===== config.mk =====
export PLATFORM = sky130hd
export DESIGN_NAME = http_response_header_parser
export DESIGN_NICKNAME = d
export VERILOG_FILES = /design/src/rtl/hrhp_pkg.sv /design/src/rtl/hrhp_front.sv /design/src/rtl/hrhp_back.sv /design/src/rtl/http_response_header_parser.sv
export SDC_FILE = /design/constraint.sdc
export NUM_CORES = 1
export LEC_CHECK = 0
export ABC_CLOCK_PERIOD_IN_PS = 10240
export BUFFER_PORTS_ARGS = -buffer_cell sky130_fd_sc_hd__buf_2
export CAP_MARGIN = 10
export CORE_MARGIN = 3
export CORE_UTILIZATION = 45
export DETAILED_ROUTE_END_ITERATION = 12
export SKIP_LAST_GASP = 1
export SYNTH_ARGS = -nofsm -noshare
export SYNTH_HDL_FRONTEND = slang
export SYNTH_SLANG_ARGS = --single-unit
export TNS_END_PERCENT = 50

===== constraint.sdc =====
create_clock -name clk -period 10.24 [get_ports clk]
set_clock_uncertainty 0.05 [all_clocks]
set_input_delay 0 -clock clk [delete_from_list [all_inputs] [get_ports clk]]
set_output_delay 0 -clock clk [all_outputs]
set_load 0.05 [all_outputs]

===== src/rtl/hrhp_pkg.sv =====
// ----------------------------------------------------------------------------
// hrhp_pkg: shared types and constants of the HTTP response header parser
// Phase codes, string and status-message tables, the classify-to-emit record.
// ----------------------------------------------------------------------------
package hrhp_pkg;

	localparam int BodyMax = 4096;
	localparam int BcW = 13;
	localparam logic [23:0] LenSat = 24'hFFFFFF;
	localparam int QDepth = 4;
	localparam int QAw = 2;

	localparam logic [3:0] PH_VERSION = 4'd0;
	localparam logic [3:0] PH_DIGITS  = 4'd1;
	localparam logic [3:0] PH_TEXT    = 4'd2;
	localparam logic [3:0] PH_HNAME   = 4'd3;
	localparam logic [3:0] PH_HVALUE  = 4'd4;
	localparam logic [3:0] PH_LDIGITS = 4'd5;
	localparam logic [3:0] PH_LSPACES = 4'd6;
	localparam logic [3:0] PH_BODY    = 4'd7;

	// one queue entry: up to two results caused by one byte
	typedef struct packed {
		logic             has_body;
		logic [7:0]       body_byte;
		logic             has_rep;
		logic             ok;
		logic [9:0]       resp_status;
		logic [BcW-1:0]   body_length;
	} hrhp_ent_t;

	function automatic logic [7:0] version_char(input logic [4:0] i);
		case (i)
			5'd0: version_char = "H";
			5'd1: version_char = "T";
			5'd2: version_char = "T";
			5'd3: version_char = "P";
			5'd4: version_char = "/";
			5'd5: version_char = "1";
			default: version_char = ".";
		endcase
	endfunction

	function automatic logic [7:0] name_char(input logic [4:0] i);
		case (i)
			5'd0: name_char = "C";
			5'd1: name_char = "o";
			5'd2: name_char = "n";
			5'd3: name_char = "t";
			5'd4: name_char = "e";
			5'd5: name_char = "n";
			5'd6: name_char = "t";
			5'd7: name_char = "-";
			5'd8: name_char = "L";
			5'd9: name_char = "e";
			5'd10: name_char = "n";
			5'd11: name_char = "g";
			5'd12: name_char = "t";
			default: name_char = "h";
		endcase
	endfunction

	// index of code in the status table, 4'hF when unknown
	function automatic logic [3:0] rom_index(input logic [9:0] code);
		case (code)
			10'd100: rom_index = 4'd0;
			10'd200: rom_index = 4'd1;
			10'd201: rom_index = 4'd2;
			10'd202: rom_index = 4'd3;
			10'd204: rom_index = 4'd4;
			10'd301: rom_index = 4'd5;
			10'd302: rom_index = 4'd6;
			10'd304: rom_index = 4'd7;
			10'd400: rom_index = 4'd8;
			10'd401: rom_index = 4'd9;
			10'd403: rom_index = 4'd10;
			10'd404: rom_index = 4'd11;
			10'd405: rom_index = 4'd12;
			10'd500: rom_index = 4'd13;
			default: rom_index = 4'hF;
		endcase
	endfunction

	function automatic logic [4:0] rom_len(input logic [3:0] e);
		case (e)
			4'd0: rom_len = 5'd8;
			4'd1: rom_len = 5'd2;
			4'd2: rom_len = 5'd7;
			4'd3: rom_len = 5'd8;
			4'd4: rom_len = 5'd10;
			4'd5: rom_len = 5'd17;
			4'd6: rom_len = 5'd5;
			4'd7: rom_len = 5'd12;
			4'd8: rom_len = 5'd11;
			4'd9: rom_len = 5'd12;
			4'd10: rom_len = 5'd9;
			4'd11: rom_len = 5'd9;
			4'd12: rom_len = 5'd18;
			4'd13: rom_len = 5'd21;
			default: rom_len = 5'd0;
		endcase
	endfunction

	function automatic logic [167:0] rom_text(input logic [3:0] e);
		case (e)
			4'd0: rom_text = 168'("Continue");
			4'd1: rom_text = 168'("OK");
			4'd2: rom_text = 168'("Created");
			4'd3: rom_text = 168'("Accepted");
			4'd4: rom_text = 168'("No Content");
			4'd5: rom_text = 168'("Moved Permanently");
			4'd6: rom_text = 168'("Found");
			4'd7: rom_text = 168'("Not Modified");
			4'd8: rom_text = 168'("Bad Request");
			4'd9: rom_text = 168'("Unauthorized");
			4'd10: rom_text = 168'("Forbidden");
			4'd11: rom_text = 168'("Not Found");
			4'd12: rom_text = 168'("Method Not Allowed");
			4'd13: rom_text = 168'("Internal Server Error");
			default: rom_text = '0;
		endcase
	endfunction

	// character pos of message e (strings are right aligned in the vector)
	function automatic logic [7:0] rom_char(input logic [3:0] e, input logic [4:0] pos);
		logic [167:0] t;
		logic [4:0] l;
		logic [4:0] sh;
		t = rom_text(e);
		l = rom_len(e);
		sh = l - pos - 5'd1;
		rom_char = t[{sh, 3'b000} +: 8];
	endfunction

endpackage


===== src/rtl/hrhp_front.sv =====
// ----------------------------------------------------------------------------
// hrhp_front: byte classifier
// Runs the header state machine one byte per cycle while the result queue is not
// full and pushes the results of each byte into the result queue.
// ----------------------------------------------------------------------------
module hrhp_front (
	input  logic               clk,
	input  logic               arst_n,
	input  logic               in_valid,
	input  logic [7:0]         in_byte,
	input  logic               in_eom,
	input  logic               q_full,
	output logic               take,
	output hrhp_pkg::hrhp_ent_t push_ent
);
	import hrhp_pkg::*;

	logic [3:0]     phase_q, ph;
	logic [4:0]     pos_q, pos;
	logic [9:0]     stat_q, stat;
	logic           nm_q, nm, pc_q, pc, cr_q, cr, le_q, le, ls_q, ls, fail_q, fail;
	logic [23:0]    len_q, len;
	logic [BcW-1:0] bc_q, bc;
	logic [3:0]     ridx;
	logic [BcW:0]   target;
	logic [27:0]    len10;
	logic [7:0]     c;
	logic           isdig, eol, have_status;

	assign take = in_valid && !q_full;
	assign c = in_byte;
	assign isdig = (c >= "0") && (c <= "9");
	assign ridx = rom_index(stat_q);
	assign len10 = {len_q, 3'b000} + {3'b000, len_q, 1'b0} + {20'd0, c - 8'h30};
	always_comb begin
		if (ls_q && len_q < 24'(BodyMax))
			target = (BcW+1)'(len_q);
		else
			target = (BcW+1)'(BodyMax);
	end

	always_comb begin
		ph = phase_q; pos = pos_q; stat = stat_q; nm = nm_q; pc = pc_q; cr = cr_q;
		le = le_q; ls = ls_q; len = len_q; bc = bc_q; fail = fail_q; eol = 1'b0;
		push_ent = '0;
		if (!fail_q) begin
			if (phase_q == PH_BODY) begin
				if ({1'b0, bc_q} < target) begin
					push_ent.has_body = 1'b1;
					push_ent.body_byte = c;
					bc = bc_q + 1'b1;
				end
			end else if (phase_q >= PH_TEXT && phase_q <= PH_LSPACES && cr_q) begin
				cr = 1'b0;
				if (c == 8'h0A) eol = 1'b1;
				else fail = 1'b1;
			end else if (phase_q >= PH_TEXT && phase_q <= PH_LSPACES && c == 8'h0D) begin
				cr = 1'b1;
			end else if (phase_q >= PH_TEXT && phase_q <= PH_LSPACES && c == 8'h0A) begin
				eol = 1'b1;
			end else begin
				case (phase_q)
					PH_VERSION: begin
						if (pos_q < 5'd7) begin
							if (c == version_char(pos_q)) pos = pos_q + 1'b1;
							else fail = 1'b1;
						end else if (pos_q == 5'd7) begin
							if (c == "0" || c == "1") pos = pos_q + 1'b1;
							else fail = 1'b1;
						end else if (c == " ") begin
							ph = PH_DIGITS; pos = '0; stat = '0;
						end else fail = 1'b1;
					end
					PH_DIGITS: begin
						if (pos_q < 5'd3) begin
							if (isdig) begin
								stat = 10'({stat_q, 3'b000} + {stat_q, 1'b0}) + {6'd0, c[3:0]};
								pos = pos_q + 1'b1;
							end else fail = 1'b1;
						end else if (c == " " && ridx != 4'hF) begin
							ph = PH_TEXT; pos = '0;
						end else fail = 1'b1;
					end
					PH_TEXT: begin
						if (ridx != 4'hF && pos_q < rom_len(ridx) && c == rom_char(ridx, pos_q))
							pos = pos_q + 1'b1;
						else fail = 1'b1;
					end
					PH_HNAME: begin
						le = 1'b0;
						if (pc_q && c == " ") begin
							pc = 1'b0;
							if (nm_q && pos_q == 5'd14) begin
								ph = PH_LDIGITS; ls = 1'b1; len = '0;
							end else ph = PH_HVALUE;
						end else begin
							if (pc_q) begin nm = 1'b0; pc = 1'b0; end
							if (c == ":") pc = 1'b1;
							else if (nm && pos_q < 5'd14 && c == name_char(pos_q))
								pos = pos_q + 1'b1;
							else nm = 1'b0;
						end
					end
					PH_LDIGITS: begin
						if (isdig) begin
							if (len10[27:24] != 4'd0) len = LenSat;
							else len = len10[23:0];
						end else if (c == " ") ph = PH_LSPACES;
						else fail = 1'b1;
					end
					PH_LSPACES: begin
						if (c != " ") fail = 1'b1;
					end
					default: ;
				endcase
			end
			if (eol) begin
				case (phase_q)
					PH_TEXT: begin
						if (ridx != 4'hF && pos_q == rom_len(ridx)) begin
							ph = PH_HNAME; pos = '0; nm = 1'b1; pc = 1'b0; le = 1'b1;
						end else fail = 1'b1;
					end
					PH_HNAME: begin
						if (le_q && !pc_q) begin ph = PH_BODY; bc = '0; end
						else fail = 1'b1;
					end
					default: begin
						ph = PH_HNAME; pos = '0; nm = 1'b1; pc = 1'b0; le = 1'b1;
					end
				endcase
			end
		end
		have_status = (ph == PH_DIGITS && pos == 5'd3) || (ph >= PH_TEXT);
		if (in_eom) begin
			push_ent.has_rep = 1'b1;
			push_ent.ok = !fail && ph == PH_BODY;
			push_ent.resp_status = have_status ? stat : 10'd0;
			push_ent.body_length = bc;
		end
	end

	always_ff @(posedge clk or negedge arst_n) begin
		if (!arst_n) begin
			phase_q <= PH_VERSION; pos_q <= '0; stat_q <= '0; nm_q <= 1'b1; pc_q <= 1'b0;
			cr_q <= 1'b0; le_q <= 1'b1; len_q <= '0; ls_q <= 1'b0; bc_q <= '0;
			fail_q <= 1'b0;
		end else if (take) begin
			if (in_eom) begin
				phase_q <= PH_VERSION; pos_q <= '0; stat_q <= '0; nm_q <= 1'b1;
				pc_q <= 1'b0; cr_q <= 1'b0; le_q <= 1'b1; len_q <= '0; ls_q <= 1'b0;
				bc_q <= '0; fail_q <= 1'b0;
			end else begin
				phase_q <= ph; pos_q <= pos; stat_q <= stat; nm_q <= nm; pc_q <= pc;
				cr_q <= cr; le_q <= le; len_q <= len; ls_q <= ls; bc_q <= bc;
				fail_q <= fail;
			end
		end
	end
endmodule


===== src/rtl/hrhp_back.sv =====
// ----------------------------------------------------------------------------
// hrhp_back: result queue and emitter
// Holds per-byte result pairs and sends them one beat at a time.
// ----------------------------------------------------------------------------
module hrhp_back (
	input  logic                clk,
	input  logic                arst_n,
	input  logic                push,
	input  hrhp_pkg::hrhp_ent_t push_ent,
	output logic                q_full,
	output logic                out_valid,
	input  logic                out_stall,
	output logic                kind,
	output logic [7:0]          body_byte,
	output logic                ok,
	output logic [9:0]          resp_status,
	output logic [12:0]         body_length,
	output logic                last
);
	import hrhp_pkg::*;

	hrhp_ent_t      mem_q [QDepth];
	logic [QAw-1:0] wp_q, rp_q;
	logic [QAw:0]   cnt_q;
	logic           half_q; // body part of head entry already sent
	hrhp_ent_t      head;
	logic           do_push, pop, beat, head_ok;

	assign head = mem_q[rp_q];
	assign do_push = push && (push_ent.has_body || push_ent.has_rep);
	assign q_full = cnt_q == (QAw+1)'(QDepth);
	assign head_ok = cnt_q != '0;
	assign out_valid = head_ok;
	assign kind = !(head.has_body && !half_q);
	assign body_byte = kind ? 8'd0 : head.body_byte;
	assign ok = kind ? head.ok : 1'b0;
	assign resp_status = kind ? head.resp_status : 10'd0;
	assign body_length = kind ? head.body_length : '0;
	assign last = kind;
	assign beat = out_valid && !out_stall;
	assign pop = beat && (kind || !head.has_rep);

	always_ff @(posedge clk) begin
		if (do_push) mem_q[wp_q] <= push_ent;
	end

	always_ff @(posedge clk or negedge arst_n) begin
		if (!arst_n) begin
			wp_q <= '0; rp_q <= '0; cnt_q <= '0; half_q <= 1'b0;
		end else begin
			if (do_push) wp_q <= wp_q + 1'b1;
			if (pop) rp_q <= rp_q + 1'b1;
			cnt_q <= cnt_q + (QAw+1)'(do_push) - (QAw+1)'(pop);
			if (pop) half_q <= 1'b0;
			else if (beat) half_q <= 1'b1;
		end
	end
endmodule


===== src/rtl/http_response_header_parser.sv =====
// ----------------------------------------------------------------------------
// http_response_header_parser: HTTP/1.x status line and header parser
// Checks the status line and headers, extracts Content-Length and the body.
// ----------------------------------------------------------------------------
// channel | handshake                  | payload
// input   | in_valid / in_stall        | data_byte, end_of_message
// output  | out_valid / out_stall      | kind, body_byte, ok, resp_status,
//         |                            | body_length, last
// One byte per cycle enters unless the queue is full; the classifier updates its state in that cycle.
// Its results are written into the queue and offered from the queue head.
// A byte may cause two results (body byte and report), sent in two beats.
// A four-entry queue separates classifier and emitter; input stalls only
// when it is full. Reset clears parser state and queue pointers at once.
module http_response_header_parser (
	input  logic        clk,
	input  logic        arst_n,
	input  logic        in_valid,
	output logic        in_stall,
	input  logic [7:0]  data_byte,
	input  logic        end_of_message,
	output logic        out_valid,
	input  logic        out_stall,
	output logic        kind,
	output logic [7:0]  body_byte,
	output logic        ok,
	output logic [9:0]  resp_status,
	output logic [12:0] body_length,
	output logic        last
);
	import hrhp_pkg::*;

	logic      q_full, take;
	hrhp_ent_t ent;

	assign in_stall = q_full;

	hrhp_front u_front (
		.clk(clk), .arst_n(arst_n), .in_valid(in_valid), .in_byte(data_byte),
		.in_eom(end_of_message), .q_full(q_full), .take(take), .push_ent(ent)
	);

	hrhp_back u_back (
		.clk(clk), .arst_n(arst_n), .push(take), .push_ent(ent), .q_full(q_full),
		.out_valid(out_valid), .out_stall(out_stall), .kind(kind),
		.body_byte(body_byte), .ok(ok), .resp_status(resp_status),
		.body_length(body_length), .last(last)
	);
endmodule


# Word level (Yosys, flattened, before mapping)

Memory sizes are Yosys's and may differ from the RTL's.
Cells that the tools add are included.

Bits in registers: 70
Bits in writable memories: 136
ROM bits: 2,448
Input port bits: 13
Output and inout port bits: 36
Logic and storage cells: 356
Memories: 6

$add $sub $neg: 13
Magnitude comparators: 11
Equal/unequal tests: 51
Shift-type cells: 1
Muxes and demuxes: 211
Reduce and logical (&&, ||, !) cells: 48

Memories:

| memory           | words | bits a word | read ports | clocked after memory_dff | write ports | RTL line        | RTL |
|---|---|---|---|---|---|---|---|
| (name not given) | 16    | 131         | 1          | 0                        | 0           | hrhp_pkg.sv:105 | `case (e)` |
| u_back.mem_q     | 4     | 34          | 1          | 0                        | 1           | hrhp_back.sv:22 | `hrhp_ent_t mem_q [QDepth];` |
| (name not given) | 16    | 7           | 1          | 0                        | 0           | hrhp_pkg.sv:45  | `case (i)` |
| (name not given) | 16    | 5           | 1          | 0                        | 0           | hrhp_pkg.sv:85  | `case (e)` |
| (name not given) | 16    | 5           | 1          | 0                        | 0           | hrhp_pkg.sv:85  |  |
| (name not given) | 16    | 5           | 1          | 0                        | 0           | hrhp_pkg.sv:85  |  |

Operator list:

| kind                 | number |
|---|---|
| $mux 168             | 6 |
| $mux 24              | 10 |
| $mux 5               | 35 |
| $shiftx 168x9->8     | 1 |
| $mux 8               | 17 |
| $mux 10              | 13 |
| $mux 13              | 8 |
| $eq 10x9->1 const B  | 9 |
| $mux 1               | 87 |
| $mux 4               | 17 |
| $pmux 4 s14          | 1 |
| $pmux 24 s2          | 1 |
| $eq 10x8->1 const B  | 4 |
| $pmux 7 s5           | 1 |
| $eq 8x6->1 const B   | 4 |
| $add 27x25->28       | 1 |
| $add 28x8->28        | 1 |
| $mux 9               | 3 |
| $mux 25              | 1 |
| $eq 8x8->1           | 3 |
| $lt 24x13->1 const B | 1 |
| $logic_and 1x1->1    | 22 |
| $pmux 10 s2          | 1 |
| $pmux 5 s4           | 1 |
| other kinds (52)     | 87 |

# Longest topological paths before layout

Gate-level depths: netlist (run 1).
An unclocked memory read counts as a cell.

Depth in word-level cells: 33
Depth in mapped cells: 33
Gate-level depth less buffers: 27

# Cells and area by module

Synthesis (run 1) repeated with hierarchy kept, for this count alone.

Cells, all modules: 1,665
Area total of the unflattened synthesis: 16,107.9 sq um

Modules (own cells, without submodules):

| module     | times used | cells each | area each (sq um) | sequential area each (sq um) |
|---|---|---|---|---|
| hrhp_front | 1          | 1,401      | 10,410.0          | 1,554.0 |
| hrhp_back  | 1          | 264        | 5,698.0           | 4,284.1 |

# Worst setup path before layout (run 1)

Ideal clock, no wire load.

Path kind: flip-flop to flip-flop
From: register u_front.stat_q[4]
To: memory u_back.mem_q[0][13] (netlist bit) (data pin)
Setup time: 0.303 ns
Arrival: 6.748 ns
Data required time: 9.887 ns
Setup slack: 3.138 ns
Stages on the path, launching flop included: 28
Buffers on the path: 7
Period minus slack after synthesis: 7.102 ns
Cells stage by stage: dfrtp_1 -> or3b_1 -> buf_2 -> or3b_1 -> buf_6 -> or2_1 -> buf_2 -> a311oi_4 -> ha_1 -> dlygate4sd1_1 -> clkbuf_1 -> nand3_1 -> o21ai_0 -> ha_1 -> a21oi_1 -> xor2_1 -> clkbuf_1 -> nand2_1 -> or3_1 -> o31ai_1 -> mux2i_1 -> or4_4 -> nor3_1 -> o22ai_1 -> a41o_1 -> buf_6 -> o211ai_2 -> o31ai_1

RTL lines:

| element                | RTL line          | RTL |
|---|---|---|
| from (decl)            | hrhp_front.sv:20  | `logic [9:0] stat_q, stat;` |
| from (signal assigned) | hrhp_front.sv:154 | `phase_q <= ph; pos_q <= pos; stat_q <= stat; nm_q <= nm; pc_q <= pc;` |
| to (decl)              | hrhp_back.sv:22   |  |

==> results.json, run 1 <==
{
  "layout_common_cells": "edfxtp_1, nand2_1, nor2_1",
  "fmax_ghz": 0.112,
  "fin_nets": 1748,
  "io-pin-count": 49,
  "cts-root-buf": "clkbuf_16",
  "io_buffers": 48,
  "switching_share": 0.412,
  "holdPathEnd": "u_back.mem_q[2][29]",
  "rr_worst_depth": 25,
  "dpl.hpwl_um": 32900,
  "yosys.area_share.xor_xnor": 0.0317,
  "yosysWarnings": 0,
  "area_delta_synth_final_pct": 8.78,
  "synth.cell_area_um2": 15700,
  "endpoint_kind": "register",
  "gp_congestion": 0.985,
  "cts_tree": "done",
  "grt_pass1_wl_um": 73800,
  "grt_max_degree": 71,
  "fin_crit_sh": 0.873,
  "postCtsResizedCells": 0,
  "dp_slack_ns": 1.59,
  "wl_per_cell_um": 22.4,
  "setup-violations-final": 0,
  "power_density_nw_per_um2": 189,
  "start_kind": "register",
  "netSwitchingPower_w": 0.00133,
  "pwr-share-comb": 0.420,
  "grt_pass1_vias": 12907,
  "sequentialPowerShare": 0.331,
  "tns_ns": 0,
  "synth_edf_count": 136,
  "r2r-end": "u_back.mem_q[3][20]",
  "synth_nets": 1754,
  "ys_types": 93,
  "ys_ff_latch": 206,
  "yosys.area_share.simple": 0.187,
  "setup.reg_to_reg.worst_slack_ns": 1.30,
  "yosysSeqAreaShare": 0.371,
  "post-route-util": 0.504,
  "h-tree-depth": 1,
  "min_period_ns": 8.94,
  "overflow": 0,
  "synth_ff_type": "edfxtp_1",
  "synth_compound_area_frac": 0.211,
  "drc": 0,
  "clock_path_buffers": 3,
  "hold_viol": 0,
  "internal_power_w": 0.00190,
  "finalMaxSlewViolations": 0,
  "critPathMaxFanout": 15,
  "synth_area_per_cell_um2": 9.64,
  "clk_pin_slew_ns": 0.06,
  "tightest_slew_ns": 1.22,
  "holdCritStartpoint": "data_byte[4]",
  "crit_required_ns": 10.42,
  "power.leakage_nw": 6.68,
  "synthMuxAreaShare": 0.0606,
  "worst_slack_ns": 1.30,
  "clock_power_share": 0.249,
  "worstPathArrival_ns": 9.13,
  "row_count": 67,
  "final_common_cell": "edfxtp_1",
  "rsz0062_at_grt": "false",
  "ant_nets": 0,
  "async_flop_share": 0.340,
  "crit_type": "reg -> reg",
  "track_usage": 0.250,
  "clkSinkCount": 206,
  "synthAdderAreaFrac": 0.0923,
  "final_layout_size_suffix_gt1_frac": 0.130,
  "synth_top_family_by_area": "compound AO/OA/AOI/OAI gates",
  "holdWs_ns": 0.0145,
  "drt_iter0_markers": 1470,
  "netlist_instances": 1631,
  "clkLatencyLatePin_ns": 0.52,
  "die_w_um": 193,
  "die_area_um2": 37200,
  "design.core.area_um2": 34000,
  "viasPerCell": 6.45,
  "timing.rr.start": "u_front.stat_q[8]",
  "wl_um": 46900,
  "max_cap_viol_count": 0,
  "die_y_um": 193,
  "hold_depth": 2,
  "antenna_found_initial": 0,
  "hold_class": "in -> reg",
  "dr.pass1.iters": 5,
  "outcome": "complete, no violations",
  "start_util": 0.463,
  "num_antenna_cells": 0,
  "vias": 13481,
  "slew-limit-headroom": 0.176,
  "ir_drop_v": 0.000270,
  "cts_made_buffers": 22
}
-- registers in the layout (all words and copies together), names as in the netlist --
signal	count
u_front.stat_q	10
u_back.cnt_q	3
u_front.le_q	1
u_back.mem_q	136
u_front.nm_q	1
u_back.wp_q	2
u_front.pc_q	1
u_front.pos_q	5
u_back.half_q	1
u_front.phase_q	4
u_back.rp_q	2
u_front.ls_q	1
u_front.cr_q	1
u_front.fail_q	1
u_front.bc_q	13
u_front.len_q	24
-- layout make-up --
type,instances,area [um^2]
clock buffers,24,558
clock inverters,16,181
fillers,3083,16800
inverters,66,248
multi-input cells,1247,9210
flip-flops and latches,206,5840
well taps,448,561
repair buffers,82,508
-- power groups by stage --
stage / Combinational (W) / Clock [W] / Sequential [W]
global placement: 0.00136 / 0 / 0.00109
CTS: 0.00136 / 0.000822 / 0.00107
global route: 0.00147 / 0.000858 / 0.00109
finish: 0.00136 / 0.000806 / 0.00107
floorplan: 0.00108 / 0 / 0.00103
detailed placement: 0.00136 / 0 / 0.00109
-- per-stage QoR --
stage / power, W / std cells / area, um^2
4_1_cts: 0.00326 / 2089 / 17100
2_1_floorplan: 0.00211 / 1631 / 15700
3_5_place_dp: 0.00244 / 2045 / 16300
3_3_place_gp: 0.00245 / 2045 / 16300
5_1_grt: 0.00341 / 2089 / 17100
6_report: 0.00324 / 2089 / 17100
-- metal layers --
layer,track usage,part of all wire,up-vias
met5,0,0,-
met4,0.0910,0.040,0
met3,0.0517,0.085,134
met2,0.386,0.44,643
met1,0.350,0.44,6475
li1,-,-,6229
-- how the worst max path moves through the flow --
stage	from	to	slack, ns
after global placement	u_front.stat_q[8]	u_back.mem_q[0][20]	1.85
after floorplan	u_front.stat_q[4]	u_back.mem_q[0][13]	3.14
final	u_front.stat_q[8]	u_back.mem_q[3][20]	1.30
after CTS	u_front.stat_q[8]	u_back.mem_q[3][20]	1.52
after detailed placement	u_front.stat_q[8]	u_back.mem_q[3][20]	1.59
after global routing	u_front.stat_q[8]	u_back.mem_q[0][17]	0.55
-- repair_timing --
action	4_1_cts	5_1_grt
buffers inserted	0	0
hold buffers	4	0
endpoints found under the setup margin	0	0
hold endpoints to repair	77	0
-- synth_stat cells (all sizes together) (10+ instances only) --
cell,number,area share
nand3,42,0.013
xor2,21,0.012
a21o,22,0.011
ha,100,0.080
a221o,26,0.017
and2,33,0.013
o21a,11,0.0053
o22ai,10,0.0044
nand2b,17,0.0068
nor4,17,0.0072
a21oi,79,0.025
a31oi,19,0.0076
edfxtp,136,0.26
or2,14,0.0056
xnor2,36,0.020
a211oi,26,0.013
nor2,121,0.029
or4,10,0.0053
and4,10,0.0056
fa,10,0.013
o31ai,23,0.012
and3,17,0.0068
a22oi,15,0.0072
nor2b,37,0.015
o21ai,92,0.030
buf,20,0.0076
or3,16,0.0064
a32oi,11,0.0061
nor3,62,0.020
nand2,126,0.030
o211ai,27,0.018
dfrtp,68,0.11
mux2i,12,0.0076
inv,66,0.016
nand4,18,0.0072
clkbuf,91,0.022
mux4,34,0.049
-- worst max-delay path, cell delays in order (launching register included) --
cell and delay, ns:
dfrtp_1 0.53, nor4bb_1 1.07, nand4_1 0.43, nor2b_1 0.37, a311oi_4 0.57, ha_1 0.44, nor2_1 0.13, o21ai_0 0.16
o211ai_1 0.11, ha_1 0.25, fa_1 0.86, buf_4 0.31, nor2b_1 0.37, nand2_1 0.09, a21oi_1 0.14, a311oi_1 0.07
o21ai_0 0.11, a211oi_1 0.07, nor3_1 0.49, mux2i_1 0.19, nor4_2 0.40, nand2_1 0.12, a311oi_1 0.39, a41o_1 0.63
o211ai_2 0.15, o31ai_1 0.17
-- cells by family (layout without fill, tap and decap cells) --
group                      Yosys count  after routing
DFF                                206            206
xor gates and xnor gates            57             57
adders and majority gates          110            110
buffers and inverters              178            188
AOI/OAI and AO/OA                  458            458
muxes                               52             52
and+or+nand+nor                    570            570
No activity file was read; power rests on OpenSTA's default activity.
==> run 2, diff against run 1 <==
MAX_ROUTING_LAYER = met4   (was default)
==> run 2 against run 1 <==
Fmax rose by 2.7%. Combinational power barely moved. Global-route usage is 0.40 points higher. Design area about the same. Power increased by 0.66%. Die area unchanged. Critical path type unchanged. Utilization hardly changed. Largest power group unchanged. Clock-buffer cell count increased by 1. First-iteration DRC count shrank 5.9%. Highest routed layer unchanged.
==> results.json, run 2 (synthesized netlist as in run 1, its figures left out) <==
{
  "dpl.hpwl_um": 32800,
  "viasPerCell": 6.44,
  "slew-limit-headroom": 0.230,
  "top_usage_layer": "met2",
  "largest_register": "u_back.mem_q",
  "netSwitchingPower_w": 0.00133,
  "grt_max_degree": 71,
  "clk_pin_slew_ns": 0.06,
  "met1_usage": 0.357,
  "ir_drop_v": 0.000317,
  "grt_pass1_wl_um": 73200,
  "design.core.area_um2": 34000,
  "rsz0062_at_grt": "false",
  "fin_crit_sh": 0.851,
  "setup-violations-final": 0,
  "fin_total_pwr_w": 0.00326,
  "row_count": 67,
  "clock_power_share": 0.256,
  "critPathMaxFanout": 14,
  "die_y_um": 193,
  "hold_viol": 0,
  "grt_pass1_vias": 12900,
  "tns_ns": 0,
  "die_w_um": 193,
  "area_delta_synth_final_pct": 8.88,
  "clkSinkCount": 206,
  "overflow": 0,
  "cts_made_buffers": 23,
  "finalMaxSlewViolations": 0,
  "crit_type": "reg -> reg",
  "power.leakage_nw": 6.70,
  "endpoint_kind": "register",
  "placed_cells": 2043,
  "fin_nets": 1747,
  "track_usage": 0.254,
  "clock_path_buffers": 3,
  "start_kind": "register",
  "grt.met2_usage": 0.390,
  "power_density_nw_per_um2": 190,
  "switching_share": 0.408,
  "start_util": 0.463,
  "hold_class": "in -> reg",
  "final_common_cell": "edfxtp_1",
  "worstPathArrival_ns": 8.87,
  "io-pin-count": 49,
  "antenna_found_initial": 0,
  "largest_reg_flops": 136,
  "cts-root-buf": "clkbuf_16",
  "layout_common_cells": "edfxtp_1, nand2_1, nor2_1",
  "dr.pass1.iters": 6,
  "vias": 13459,
  "min_period_ns": 8.71,
  "h-tree-depth": 1,
  "die_area_um2": 37200,
  "dpl_cell_area_um2": 16300,
  "gp_congestion": 0.967,
  "tightest_slew_ns": 1.15,
  "post-route-util": 0.504,
  "cts_tree": "done",
  "wl_um": 46000,
  "io_buffers": 48,
  "clkLatencyLatePin_ns": 0.52,
  "wl_per_cell_um": 22.0,
  "drc": 0,
  "drt_iter0_markers": 1384,
  "final_layout_size_suffix_gt1_frac": 0.129,
  "outcome": "complete, no violations",
  "max_cap_viol_count": 0,
  "stdcell_count": 2089,
  "use_met3": 0.0309,
  "crit_required_ns": 10.40,
  "ant_nets": 0,
  "internal_power_w": 0.00193,
  "fillCellCount": 3148,
  "reg_top3": "u_back.mem_q x136, u_front.len_q x24, u_front.bc_q x13",
  "sequentialPowerShare": 0.326,
  "pwr-share-comb": 0.418,
  "fmax_ghz": 0.115,
  "stdcell_area_um2": 17100
}
-- run 2: cell type report --
type,instances,area (um^2),area share
inverters,66,248,0.0145
clock inverters,16,175,0.0102
multi-input cells,1247,9210,0.538
diodes,1,2.50,0.000146
well taps,448,561,0.0327
repair buffers,80,493,0.0288
flip-flops and latches,206,5840,0.341
clock buffers,25,593,0.0346
-- run 2: metal layers --
layer | wire, um | vias up
met5 | 0 | -
met4 | 1390 | 0
met3 | 3210 | 108
met2 | 20400 | 562
met1 | 21000 | 6573
li1 | - | 6216
-- run 2: power groups by stage --
| stage | combinational [W] | clock (W) | sequential, W |
|---|---|---|---|
| final | 0.00136 | 0.000833 | 0.00106 |
| after global routing | 0.00148 | 0.000883 | 0.00108 |
| after CTS | 0.00137 | 0.000847 | 0.00106 |
| after detailed placement | 0.00137 | 0 | 0.00108 |
| after global placement | 0.00136 | 0 | 0.00108 |
| after floorplan | 0.00108 | 0 | 0.00103 |
-- run 2: metrics by stage --
step           hold WS, ns  setup WS, ns
2_1_floorplan       -0.346          3.14
3_3_place_gp         0.151          2.02
3_5_place_dp         0.148          1.78
4_1_cts            0.00584          1.73
5_1_grt             0.0252          1.02
6_report            0.0261          1.53
-- run 2: worst max-delay path, cell delays in order (launching register included) --
cell,delay [ns]
dfrtp_1,0.51
or3b_1,0.49
or3b_1,0.55
or2_1,0.42
a311oi_4,0.61
ha_1,0.46
nor2_1,0.27
o21ai_0,0.12
o211ai_1,0.14
ha_1,0.25
fa_1,0.60
buf_4,0.26
nor2b_1,0.21
nand2_1,0.12
a21oi_1,0.04
a311oi_1,0.37
o21ai_0,0.18
a211oi_1,0.49
nor3_1,0.13
mux2i_1,0.19
nor4_2,0.48
nand2_1,0.09
a311oi_1,0.39
a41o_1,0.63
o211ai_2,0.15
o31ai_1,0.19
-- run 2: final timing paths --
path	end	start	slack (ns)	depth (start not counted)
setup / recovery	u_back.mem_q[1][15]	u_front.stat_q[3]	1.53	25
hold / removal	u_back.mem_q[3][29]	data_byte[4]	0.03	2
setup reg to reg	u_back.mem_q[1][15]	u_front.stat_q[3]	1.53	25
hold reg to reg	u_back.cnt_q[2]	u_back.cnt_q[2]	0.44	1
max in group asynchronous	u_back.rp_q[0]	arst_n	9.32	2
min in group asynchronous	u_front.len_q[15]	arst_n	0.09	2
-- run 2: what timing repair did --
item                                    4_1_cts  5_1_grt
endpoints found under the hold margin        81        0
resized for setup                             0        0
hold buffers                                  4        0
endpoints found under the setup margin        0        0
setup buffers                                 0        0
